==> src/rtl/mqsb_pkg.sv <==
// ----------------------------------------------------------------------------
// mqsb_pkg
// Shared types and constants of the multi-queue shared-buffer core.
// ----------------------------------------------------------------------------
`default_nettype none

package mqsb_pkg;

  localparam int DATA_W = 32;
  localparam int QID_W  = 2;
  localparam int STAT_W = 2;

  localparam int SLOTS_DEF  = 16;
  localparam int QUEUES_DEF = 4;

  // command queue between front and back
  localparam int CQ_DEPTH = 2;

  localparam logic FUNC_ENQ = 1'b0;
  localparam logic FUNC_DEQ = 1'b1;

  localparam logic [STAT_W-1:0] ST_OK    = 2'd0;
  localparam logic [STAT_W-1:0] ST_FULL  = 2'd1;
  localparam logic [STAT_W-1:0] ST_EMPTY = 2'd2;

  typedef struct packed {
    logic              func;
    logic              q_ok;
    logic [QID_W-1:0]  qid;
    logic [DATA_W-1:0] data;
  } cmd_t;

endpackage

`default_nettype wire

==> src/rtl/mqsb_front.sv <==
// ----------------------------------------------------------------------------
// mqsb_front
// Accepts request beats, checks the queue number and holds decoded commands
// in a short queue for the back end.
// ----------------------------------------------------------------------------
`default_nettype none

module mqsb_front #(
  parameter int QUEUES = mqsb_pkg::QUEUES_DEF
) (
  input  wire logic                       clk,
  input  wire logic                       rst_n,
  input  wire logic                       in_tvalid,
  output logic                            in_tready,
  input  wire logic [mqsb_pkg::DATA_W-1:0] in_tdata,
  input  wire logic [mqsb_pkg::QID_W:0]   in_tuser,
  output mqsb_pkg::cmd_t                  cmd,
  output logic                            cmd_valid,
  input  wire logic                       cmd_ready
);
  import mqsb_pkg::*;

  localparam int AW = (CQ_DEPTH > 1) ? $clog2(CQ_DEPTH) : 1;
  localparam int CW = $clog2(CQ_DEPTH + 1);

  cmd_t          ent_r [CQ_DEPTH];
  logic [AW-1:0] wr_ptr_r, wr_ptr_nxt;
  logic [AW-1:0] rd_ptr_r, rd_ptr_nxt;
  logic [CW-1:0] count_r, count_nxt;
  cmd_t          new_cmd;
  logic          push, pop;

  always_comb begin
    new_cmd.func = in_tuser[0];
    new_cmd.qid  = in_tuser[QID_W:1];
    new_cmd.q_ok = int'(in_tuser[QID_W:1]) < QUEUES;
    new_cmd.data = in_tdata;
  end

  assign in_tready = count_r != CW'(CQ_DEPTH);
  assign cmd_valid = count_r != '0;
  assign cmd       = ent_r[rd_ptr_r];
  assign push      = in_tvalid && in_tready;
  assign pop       = cmd_valid && cmd_ready;

  always_comb begin
    wr_ptr_nxt = wr_ptr_r;
    rd_ptr_nxt = rd_ptr_r;
    count_nxt  = count_r;
    if (push) begin
      wr_ptr_nxt = (wr_ptr_r == AW'(CQ_DEPTH - 1)) ? '0 : wr_ptr_r + AW'(1);
    end
    if (pop) begin
      rd_ptr_nxt = (rd_ptr_r == AW'(CQ_DEPTH - 1)) ? '0 : rd_ptr_r + AW'(1);
    end
    if (push && !pop) begin
      count_nxt = count_r + CW'(1);
    end else if (pop && !push) begin
      count_nxt = count_r - CW'(1);
    end
  end

  always_ff @(posedge clk) begin
    if (!rst_n) begin
      wr_ptr_r <= '0;
      rd_ptr_r <= '0;
      count_r  <= '0;
    end else begin
      wr_ptr_r <= wr_ptr_nxt;
      rd_ptr_r <= rd_ptr_nxt;
      count_r  <= count_nxt;
    end
  end

  always_ff @(posedge clk) begin
    if (push) begin
      ent_r[wr_ptr_r] <= new_cmd;
    end
  end

endmodule

`default_nettype wire

==> src/rtl/mqsb_back.sv <==
// ----------------------------------------------------------------------------
// mqsb_back
// Executes queued commands against the slot store: link and data memories,
// queue head/tail pointers, free list and the result register.
// ----------------------------------------------------------------------------
`default_nettype none

module mqsb_back #(
  parameter int SLOTS  = mqsb_pkg::SLOTS_DEF,
  parameter int QUEUES = mqsb_pkg::QUEUES_DEF
) (
  input  wire logic                        clk,
  input  wire logic                        rst_n,
  input  wire mqsb_pkg::cmd_t              cmd,
  input  wire logic                        cmd_valid,
  output logic                             cmd_ready,
  output logic                             out_tvalid,
  input  wire logic                        out_tready,
  output logic [mqsb_pkg::DATA_W-1:0]      out_tdata,
  output logic [mqsb_pkg::STAT_W-1:0]      out_tuser
);
  import mqsb_pkg::*;

  localparam int IW = (SLOTS > 1) ? $clog2(SLOTS) : 1;
  localparam int LW = $clog2(SLOTS + 1);
  localparam int QW = (QUEUES > 1) ? $clog2(QUEUES) : 1;
  localparam logic [LW-1:0] NULL_IDX = LW'(SLOTS);

  typedef enum logic {S_IDLE, S_EXEC} state_t;

  state_t            state_r, state_nxt;
  logic              op_deq_r, op_deq_nxt;
  logic [QW-1:0]     qidx_r, qidx_nxt;
  logic [IW-1:0]     idx_r, idx_nxt;
  logic [LW-1:0]     free_head_r, free_head_nxt;
  logic [LW-1:0]     fresh_cnt_r, fresh_cnt_nxt;
  logic [LW-1:0]     head_r [QUEUES];
  logic [LW-1:0]     tail_r [QUEUES];
  logic [LW-1:0]     head_nxt, tail_nxt;
  logic              hq_we;
  logic              out_valid_r, out_valid_nxt;
  logic [DATA_W-1:0] out_data_r, out_data_nxt;
  logic [STAT_W-1:0] out_stat_r, out_stat_nxt;

  logic [LW-1:0]     link_mem [SLOTS];
  logic [DATA_W-1:0] data_mem [SLOTS];
  logic [LW-1:0]     link_rd_r;
  logic [DATA_W-1:0] data_rd_r;

  logic              link_re, link_we, data_re, data_we;
  logic [IW-1:0]     link_ra, link_wa, data_a;
  logic [LW-1:0]     link_wd;

  logic [QW-1:0]     qsel;
  logic [LW-1:0]     cur_head, cur_tail, next_ptr;
  logic              slot_free, pop, run;
  logic [IW-1:0]     idx_a;

  assign slot_free = !out_valid_r || out_tready;
  assign cmd_ready = (state_r == S_IDLE) && slot_free;
  assign pop       = cmd_valid && cmd_ready;

  assign qsel     = (state_r == S_EXEC) ? qidx_r : QW'(cmd.qid);
  assign cur_head = head_r[qsel];
  assign cur_tail = tail_r[qsel];

  always_comb begin
    state_nxt     = state_r;
    op_deq_nxt    = op_deq_r;
    qidx_nxt      = qidx_r;
    idx_nxt       = idx_r;
    free_head_nxt = free_head_r;
    fresh_cnt_nxt = fresh_cnt_r;
    head_nxt      = cur_head;
    tail_nxt      = cur_tail;
    hq_we         = 1'b0;
    out_valid_nxt = out_valid_r && !out_tready;
    out_data_nxt  = out_data_r;
    out_stat_nxt  = out_stat_r;
    link_re       = 1'b0;
    link_we       = 1'b0;
    data_re       = 1'b0;
    data_we       = 1'b0;
    link_ra       = '0;
    link_wa       = '0;
    link_wd       = '0;
    data_a        = '0;
    next_ptr      = link_rd_r;
    idx_a         = (cmd.func == FUNC_DEQ) ? cur_head[IW-1:0] : free_head_r[IW-1:0];
    run           = 1'b0;

    case (state_r)
      S_IDLE: begin
        if (pop) begin
          if (cmd.func == FUNC_DEQ) begin
            run = cmd.q_ok && (cur_head != NULL_IDX);
          end else begin
            run = cmd.q_ok && (free_head_r != NULL_IDX);
          end
          if (run) begin
            link_re    = 1'b1;
            link_ra    = idx_a;
            data_a     = idx_a;
            data_we    = (cmd.func == FUNC_ENQ);
            data_re    = (cmd.func == FUNC_DEQ);
            op_deq_nxt = (cmd.func == FUNC_DEQ);
            qidx_nxt   = QW'(cmd.qid);
            idx_nxt    = idx_a;
            state_nxt  = S_EXEC;
          end else begin
            out_valid_nxt = 1'b1;
            out_data_nxt  = '0;
            out_stat_nxt  = (cmd.func == FUNC_DEQ) ? ST_EMPTY : ST_FULL;
          end
        end
      end
      S_EXEC: begin
        hq_we         = 1'b1;
        out_valid_nxt = 1'b1;
        out_stat_nxt  = ST_OK;
        state_nxt     = S_IDLE;
        if (op_deq_r) begin
          // the tail's link is never used: a lone slot leaves the queue empty
          next_ptr      = (cur_head == cur_tail) ? NULL_IDX : link_rd_r;
          head_nxt      = next_ptr;
          tail_nxt      = (next_ptr == NULL_IDX) ? NULL_IDX : cur_tail;
          link_we       = 1'b1;
          link_wa       = idx_r;
          link_wd       = free_head_r;
          free_head_nxt = LW'(idx_r);
          out_data_nxt  = data_rd_r;
        end else begin
          // slots at or above the fill count are untouched: the next free slot is the next index
          if (LW'(idx_r) == fresh_cnt_r) begin
            free_head_nxt = LW'(idx_r) + LW'(1);
            fresh_cnt_nxt = LW'(idx_r) + LW'(1);
          end else begin
            free_head_nxt = link_rd_r;
          end
          if (cur_head == NULL_IDX) begin
            head_nxt = LW'(idx_r);
          end else begin
            link_we = 1'b1;
            link_wa = cur_tail[IW-1:0];
            link_wd = LW'(idx_r);
          end
          tail_nxt     = LW'(idx_r);
          out_data_nxt = '0;
        end
      end
      default: begin
        state_nxt = S_IDLE;
      end
    endcase
  end

  always_ff @(posedge clk) begin
    if (!rst_n) begin
      state_r     <= S_IDLE;
      free_head_r <= '0;
      fresh_cnt_r <= '0;
      out_valid_r <= 1'b0;
      for (int i = 0; i < QUEUES; i++) begin
        head_r[i] <= NULL_IDX;
        tail_r[i] <= NULL_IDX;
      end
    end else begin
      state_r     <= state_nxt;
      free_head_r <= free_head_nxt;
      fresh_cnt_r <= fresh_cnt_nxt;
      out_valid_r <= out_valid_nxt;
      if (hq_we) begin
        head_r[qidx_r] <= head_nxt;
        tail_r[qidx_r] <= tail_nxt;
      end
    end
    op_deq_r   <= op_deq_nxt;
    qidx_r     <= qidx_nxt;
    idx_r      <= idx_nxt;
    out_data_r <= out_data_nxt;
    out_stat_r <= out_stat_nxt;
  end

  always_ff @(posedge clk) begin
    if (link_we) begin
      link_mem[link_wa] <= link_wd;
    end
    if (link_re) begin
      link_rd_r <= link_mem[link_ra];
    end
  end

  always_ff @(posedge clk) begin
    if (data_we) begin
      data_mem[data_a] <= cmd.data;
    end
    if (data_re) begin
      data_rd_r <= data_mem[data_a];
    end
  end

  assign out_tvalid = out_valid_r;
  assign out_tdata  = out_data_r;
  assign out_tuser  = out_stat_r;

`ifndef ASSERT_OFF
  a_exec_one_cycle: assert property (@(posedge clk) disable iff (!rst_n)
    (state_r == S_EXEC) |=> (state_r == S_IDLE))
    else $error("exec state held longer than one cycle");

  a_exec_slot_empty: assert property (@(posedge clk) disable iff (!rst_n)
    (state_r == S_EXEC) |-> !out_valid_r)
    else $error("result register busy when exec completes");

  a_free_below_fill: assert property (@(posedge clk) disable iff (!rst_n)
    (free_head_r <= fresh_cnt_r) && (fresh_cnt_r <= NULL_IDX))
    else $error("free list head beyond fill count");

  a_head_tail_null: assert property (@(posedge clk) disable iff (!rst_n)
    (state_r == S_EXEC) |-> ((cur_head == NULL_IDX) == (cur_tail == NULL_IDX)))
    else $error("queue head and tail disagree on empty");
`endif

endmodule

`default_nettype wire

==> src/rtl/multi_queue_shared_buffer_core.sv <==
// ----------------------------------------------------------------------------
// multi_queue_shared_buffer_core
// QUEUES fifo queues sharing one store of SLOTS words through linked lists.
// ----------------------------------------------------------------------------
// Each request beat enqueues a word on a queue or dequeues from it and gives
// exactly one result beat (word, status). Requests land in a two-entry command
// queue, so the input keeps accepting while the back end works or a result
// waits. A successful enqueue or dequeue reads the link memory in the idle
// state, then writes the link back and updates pointers in the exec state;
// a store-full or queue-empty result is registered from idle. No clearing
// pass is needed after reset: untouched slots are tracked by a fill count.
`default_nettype none

module multi_queue_shared_buffer_core #(
  parameter int SLOTS  = mqsb_pkg::SLOTS_DEF,
  parameter int QUEUES = mqsb_pkg::QUEUES_DEF
) (
  input  wire logic                         clk,
  input  wire logic                         rst_n,
  input  wire logic                         in_tvalid,
  output logic                              in_tready,
  input  wire logic [mqsb_pkg::DATA_W-1:0]  in_tdata,   // data_in
  input  wire logic [mqsb_pkg::QID_W:0]     in_tuser,   // func, queue_id
  output logic                              out_tvalid,
  input  wire logic                         out_tready,
  output logic [mqsb_pkg::DATA_W-1:0]       out_tdata,  // data_out
  output logic [mqsb_pkg::STAT_W-1:0]       out_tuser   // status
);
  import mqsb_pkg::*;

  cmd_t cmd;
  logic cmd_valid;
  logic cmd_ready;

  mqsb_front #(
    .QUEUES (QUEUES)
  ) u_front (
    .clk       (clk),
    .rst_n     (rst_n),
    .in_tvalid (in_tvalid),
    .in_tready (in_tready),
    .in_tdata  (in_tdata),
    .in_tuser  (in_tuser),
    .cmd       (cmd),
    .cmd_valid (cmd_valid),
    .cmd_ready (cmd_ready)
  );

  mqsb_back #(
    .SLOTS  (SLOTS),
    .QUEUES (QUEUES)
  ) u_back (
    .clk        (clk),
    .rst_n      (rst_n),
    .cmd        (cmd),
    .cmd_valid  (cmd_valid),
    .cmd_ready  (cmd_ready),
    .out_tvalid (out_tvalid),
    .out_tready (out_tready),
    .out_tdata  (out_tdata),
    .out_tuser  (out_tuser)
  );

endmodule

`default_nettype wire

==> config.mk <==
export PLATFORM = sky130hd
export DESIGN_NAME = multi_queue_shared_buffer_core
export DESIGN_NICKNAME = d
export VERILOG_FILES = /design/src/rtl/mqsb_pkg.sv /design/src/rtl/mqsb_front.sv /design/src/rtl/mqsb_back.sv /design/src/rtl/multi_queue_shared_buffer_core.sv
export SDC_FILE = /design/constraint.sdc
export NUM_CORES = 1
export LEC_CHECK = 0
export BUFFER_PORTS_ARGS = -buffer_cell sky130_fd_sc_hd__buf_2
export CAP_MARGIN = 20
export CORE_ASPECT_RATIO = 0.6
export CORE_UTILIZATION = 40
export CTS_CLUSTER_SIZE = 14
export DETAILED_ROUTE_END_ITERATION = 10
export GPL_TIMING_DRIVEN = 0
export PLACE_DENSITY = 0.6
export SKIP_CTS_REPAIR_TIMING = 1
export SLEW_MARGIN = 20
export SYNTH_ARGS = -nofsm -noshare
export SYNTH_HDL_FRONTEND = slang
export SYNTH_SLANG_ARGS = --single-unit
==> constraint.sdc <==
create_clock -name clk -period 6.66 [get_ports clk]
set_input_delay 0.999 -clock clk [delete_from_list [all_inputs] [get_ports clk]]
set_output_delay 0.999 -clock clk [all_outputs]
set_load 0.02 [all_outputs]
# Yosys cells after proc, flatten, opt, wreduce, memory -nomap -nowiden
# Memory sizes are Yosys's and may differ from the RTL's. A register that Yosys moved wholly into a read port is not among the register bits.
# Cells that the tools add are included.
# totals
reg_bits	57
latch_bits	0
ramBits	702
romBits	0
inputBits	39
wordCells	124
n_memories	5
# op_classes
n_addsub	5
multipliers	0
div	0
magnitude_cmp	0
eq_ne	9
shifts	0
mux	70
n_bitwise	3
n_reduce_logical	20
# mem_list
name	words	width	rd	rd_clocked_by_memory_dff	wr	line	text
u_back.data_mem	16	32	1	1	1	mqsb_back.sv:46	logic [DATA_W-1:0] data_mem [SLOTS];
u_back.link_mem	16	5	1	1	1	mqsb_back.sv:45	logic [LW-1:0] link_mem [SLOTS];
u_front.ent_r	2	35	1	1	1	mqsb_front.sv:26	cmd_t ent_r [CQ_DEPTH];
u_back.head_r	4	5	1	0	4	mqsb_back.sv:37	logic [LW-1:0] head_r [QUEUES];
u_back.tail_r	4	5	1	0	4	mqsb_back.sv:38	logic [LW-1:0] tail_r [QUEUES];
# ops
operator	n
$mux W32	3
$mux W5	13
$pmux W32 S2	1
$mux W1	34
$mux W4	8
$mux W2	8
$eq A5 B5 Y1 const B	2
$ne A5 B5 Y1 const B	2
$reduce_or A5 Y1	2
$logic_and A1 B1 Y1	6
$ne A2 B2 Y1 const B	3
$reduce_and A3 Y1	2
$add A4 B1 Y5 const B	1
$eq A4 B5 Y1	1
$eq A5 B5 Y1	1
$logic_not A1 Y1	4
$pmux W1 S2	2
$pmux W2 S2	1
$reduce_bool A2 Y1	2
$not A1 Y1	3
$add A1 B1 Y1 const B	2
$add A2 B1 Y2 const B	1
$logic_and A1 B1 Y1 const A	2
$reduce_and A2 Y1	1
other kinds (2)	2

# Depth between registers and ports, before layout
# An unclocked memory read counts as a cell.
# logic_depth
word_depth	12
depth_mapped	13
mapped_depth_nobuf	10

# Hierarchy
# Synthesis repeated with hierarchy kept, for this count alone.
# hier_totals
cells_unflattened	2009
area_unflattened_um2	31016.0
# by_module_without_submodules
mod	n_inst	cells_each	area_each_um2
mqsb_back	1	1874	28238.3
mqsb_front	1	135	2777.7

# Worst setup path before layout
# No wires, ideal clock.
# synth_timing
kind	input to register
start	input port out_tready
end	memory u_back.data_mem[13][0], enable pin
t_arrival_ns	5.999
required_ns	6.147
path_slack_ns	0.148
path_stages	10
n_path_buf	3
path_cell_list	inv_1 > a21oi_1 > o21a_1 > buf_2 > clkinv_1 > a21oi_1 > nand2_1 > clkbuf_1 > buf_2 > nor4b_1
# synth_via
elab_chain_len	7
elab_cells_between_ends	9
# synth_rtl
item	line	text
from (decl)	multi_queue_shared_buffer_core.sv:25	input wire logic out_tready,
$logic_or A1 B1 Y1 *	mqsb_back.sv:59	assign slot_free = !out_valid_r || out_tready;
$logic_and A1 B1 Y1 *	mqsb_back.sv:60	assign cmd_ready = (state_r == S_IDLE) && slot_free;
$logic_and A1 B1 Y1 *	mqsb_back.sv:61	assign pop = cmd_valid && cmd_ready;
$mux W1	mqsb_back.sv:94	if (pop) begin
$mux W1	mqsb_back.sv:92	case (state_r)
$mux W1	mqsb_back.sv:194	if (data_we) begin
$mux W1 (not written as such)	mqsb_back.sv:195	data_mem[data_a] <= cmd.data;
to (decl)	mqsb_back.sv:46	
# Every way passes the cells marked *; elsewhere a longest branch is shown, timed or not.

# Worst setup path after layout
# layout_timing
start	register u_back.state_r
end	memory u_back.data_mem[15][0], enable pin
# layout_via
elab_chain_len	12
elab_cells_between_ends	19
# layout_rtl
item	line	text
from (decl)	mqsb_back.sv:31	state_t state_r, state_nxt;
from (signal assigned)	mqsb_back.sv:168	state_r <= state_nxt;
$mux W2	mqsb_back.sv:63	assign qsel = (state_r == S_EXEC) ? qidx_r : QW'(cmd.qid);
$mem_v2 Z4 W5	--	
$ne A5 B5 Y1	mqsb_back.sv:96	run = cmd.q_ok && (cur_head != NULL_IDX);
$logic_and A1 B1 Y1	mqsb_back.sv:96	
$mux W1	mqsb_back.sv:95	if (cmd.func == FUNC_DEQ) begin
$mux W1	mqsb_back.sv:94	
$mux W1	mqsb_back.sv:92	
$mux W1	mqsb_back.sv:100	if (run) begin
$mux W1	mqsb_back.sv:94	
$mux W1	mqsb_back.sv:92	
$mux W1	mqsb_back.sv:194	
$mux W1 (not written as such)	mqsb_back.sv:195	
# Parallel ways exist; a longest one is shown, timed or not. The select of a mux whose other input is x is not followed.

==> flow_summary.yaml <==
yosys:
  syn_area_per_cell_um2: 16.1
  ys_seq_area_frac: 0.756
  synth_area_um2: 31400
  ys.flop_type: "edfxtp_1"
  netlist_top_cells_area: "edfxtp_1, mux2_2, a22oi_1, nand2_1, a21oi_1"
  synth_top_area_frac: 0.746
  ys_top_cells_by_count: "edfxtp_1, nand2_1, a21oi_1"
  yosys.area.top_type: "edfxtp_1"
  ys_seq_elements: 797
  ys_types: 72
  syn_inst: 1956
  yosysMostFrequentCell: "edfxtp_1"
  synth_warnings: 0
  synth_nets: 1997
  synth_edf_count: 780
  async_flop_share: 0
clock_tree:
  cts-root-buf: "clkbuf_16"
  cts_tree: "yes"
  clock_latency_ns: 0.65
  path_clk_slew_ns: 0.07
  cts_buffers: 75
  htree_levels: 3
  cts.path.max_buffers: 3
  clkSinkCount: 797
floorplanning:
  row_count: 79
  dieHeight_um: 219
  die_area_um2: 79700
  die_w_um: 364
  core-area_um2: 77600
  start_util: 0.405
  ios: 75
place:
  place_congestion: 0.875
  port-buffer-count: 73
  hpwl_um: 59700
  dp_cells: 3146
worst_setup_path:
  endpoint_kind: "flop"
  crit_family: "buffers and inverters"
  path_cells: "buf_2 -> a21oi_1 -> o21a_1 -> buf_2 -> clkinv_1 -> nor4_2 -> buf_2 -> buf_1 -> nand2_1 -> nor3_2 -> buf_4 -> buf_4"
  crit_top_cell: "buf_2"
  r2r_start: "u_back.state_r"
  cp_slowest_cell: "nor3_2"
  cp.depth: 12
  path_max_fanout: 10
  critPathMaxStageDelay_ns: 0.79
  rrSetupSlack_ns: 1.22
  criticalPathCategory: "reg -> reg"
  cp-start-kind: "flop"
  cp.required_ns: 7.00
  crit_buf_inv: 7
  reg2reg_to: "u_back.data_mem[15][0]"
  crit_arrival_ns: 5.78
  crit_path_end: "u_back.data_mem[15][0]"
  cp-startpoint: "u_back.state_r"
  reg2reg_depth: 12
final_layout:
  fillers: 6618
  area_delta_synth_final_pct: 15.8
  final_core_util: 0.469
  final_nets: 2212
  drive_gt1_frac: 0.226
  instances_no_fill: 3280
  diodes: 0
sta:
  fin_hold_ws_ns: 0.468
  setup_viol: 0
  setup_tns_ns: 0
  layout_min_cycle_time_ns: 5.44
  rsz0062_at_grt: "false"
  slew_headroom: 0.211
  skew_ns: 0.0288
  period_share: 0.817
  hold_viol_final: 0
  fmax_ghz: 0.184
  tightest_slew_ns: 1.17
  slew_violations: 0
grt:
  overflow: 0
  grt_pass1_wl_um: 124000
  grt_max_degree: 35
  track_usage: 0.217
  antenna_found_initial: 0
  grt_pass1_vias: 18229
power:
  peakVddDrop_uv: 255
  powerDensity_nw_per_um2: 449
  power_w: 0.0163
  p_leak_nw: 12.2
routing:
  wl_per_cell_um: 26.3
  drt-vias-per-instance: 5.76
  dr.pass1.iters: 5
  drc: 0
  wl_um: 86200
  vias: 18886
  ant_nets: 0
  dr.first_iter.drc_count: 2523
outcome:
  status: "finished clean"
run:
  cap_violations: 0
hold_path:
  hold_class: "reg -> reg"
-- stage by stage --
stage	area (um^2)	worst slack [ns]
finish	36400	1.22
global route	36400	1.13
CTS	36400	1.32
detailed placement	34000	0.806
global placement	33100	-4.57
floorplan	31400	0.148
-- cell type report --
class | instances | area [um^2] | area share
Buffer | 119 | 554 | 0.0152
Clock buffer | 91 | 1960 | 0.0538
Clock inverter | 42 | 415 | 0.0114
Inverter | 29 | 109 | 0.00299
Multi-Input combinational cell | 1011 | 7140 | 0.196
Sequential cell | 797 | 23800 | 0.653
Tap cell | 1053 | 1320 | 0.0362
Timing Repair Buffer | 138 | 1120 | 0.0307
-- layout by cell type (no fill, tap or decap), types with 5 or more instances in the layout --
master,n
a22oi_1,110
buf_16,10
nand2b_1,9
and3_1,35
mux2_2,146
clkbuf_16,76
xnor2_1,9
nor2_4,7
nor2_1,51
nand2_1,218
buf_12,5
a21oi_2,7
mux4_2,6
o21ai_0,10
buf_4,28
a221o_1,37
buf_6,15
nor3_2,9
a21oi_1,150
o211ai_1,9
and2_1,12
nand3_1,20
edfxtp_1,780
a31oi_2,5
a2111o_1,33
a31oi_1,6
dfxtp_1,17
clkbuf_1,64
buf_1,13
bufinv_16,5
mux2i_1,13
nor3_1,21
clkinv_2,10
buf_2,136
inv_1,24
nor2b_1,7
clkinv_1,18
-- layer usage --
layer | part of all wire | global-route usage | vias up
met2 | 0.43 | 0.313 | 965
met1 | 0.45 | 0.332 | 9714
met3 | 0.10 | 0.0463 | 107
met5 | 0 | 0 | -
met4 | 0.015 | 0.0525 | 0
li1 | - | - | 8100
-- worst reg2reg max path, stage by stage (launching register included) --
cell and delay [ns]:
dfxtp_1 0.37, buf_2 0.23, a21oi_1 0.28, o21a_1 0.17, buf_2 0.27, clkinv_1 0.33
nor4_2 0.67, buf_2 0.46, buf_1 0.59, nand2_1 0.39, nor3_2 0.79, buf_4 0.36
buf_4 0.22
-- power by group --
| part | total (W) | switching, W | internal, W | leakage [nW] |
|---|---|---|---|---|
| Clock | 0.00421 | 0.00189 | 0.00231 | 1.15 |
| Sequential | 0.00662 | 0.000163 | 0.00645 | 7.29 |
| Combinational | 0.00551 | 0.00381 | 0.00169 | 3.80 |
| Total | 0.0163 | 0.00587 | 0.0105 | 12.2 |
-- sequential cells by signal, indices dropped and copies added, names as in the netlist, named ones only --
signal / cells
u_front.count_r: 2
u_back.state_r: 1
u_front.ent_r: 70
u_back.idx_r: 4
u_front.wr_ptr_r: 1
u_back.data_mem: 512
u_back.out_tdata: 32
u_back.fresh_cnt_r: 5
u_back.link_mem: 80
u_back.data_rd_r: 32
u_front.rd_ptr_r: 1
u_back.tail_r: 20
u_back.qidx_r: 2
u_back.head_r: 20
u_back.op_deq_r: 1
u_back.out_tvalid: 1
u_back.free_head_r: 5
u_back.link_rd_r: 5
u_back.out_tuser: 2
-- cell families (layout without fill, tap and decap cells) --
kind of cell             count (synthesis)  count (layout)  share of synthesized area
adder cells (fa/ha/maj)                  2               2                   0.000796
AO/OA/AOI/OAI                          411             411                     0.0950
AND/OR/NAND/NOR                        417             417                     0.0601
buffers and inverters                  148             419                     0.0211
XOR/XNOR                                13              13                    0.00362
multiplexers                           168             168                     0.0629
flip-flops                             797             797                      0.756
-- how the worst min path moves through the flow --
stage / startpoint / to / cells past startpoint
2_1_floorplan: u_back.fresh_cnt_r[4] / u_back.fresh_cnt_r[4] / 1
3_3_place_gp: u_back.fresh_cnt_r[4] / u_back.fresh_cnt_r[4] / 1
3_5_place_dp: u_back.fresh_cnt_r[4] / u_back.fresh_cnt_r[4] / 1
4_1_cts: u_back.fresh_cnt_r[4] / u_back.fresh_cnt_r[4] / 1
5_1_grt: u_back.fresh_cnt_r[4] / u_back.fresh_cnt_r[4] / 1
6_report: u_back.fresh_cnt_r[4] / u_back.fresh_cnt_r[4] / 1
Note: power is estimated with default switching activity, not from simulation.
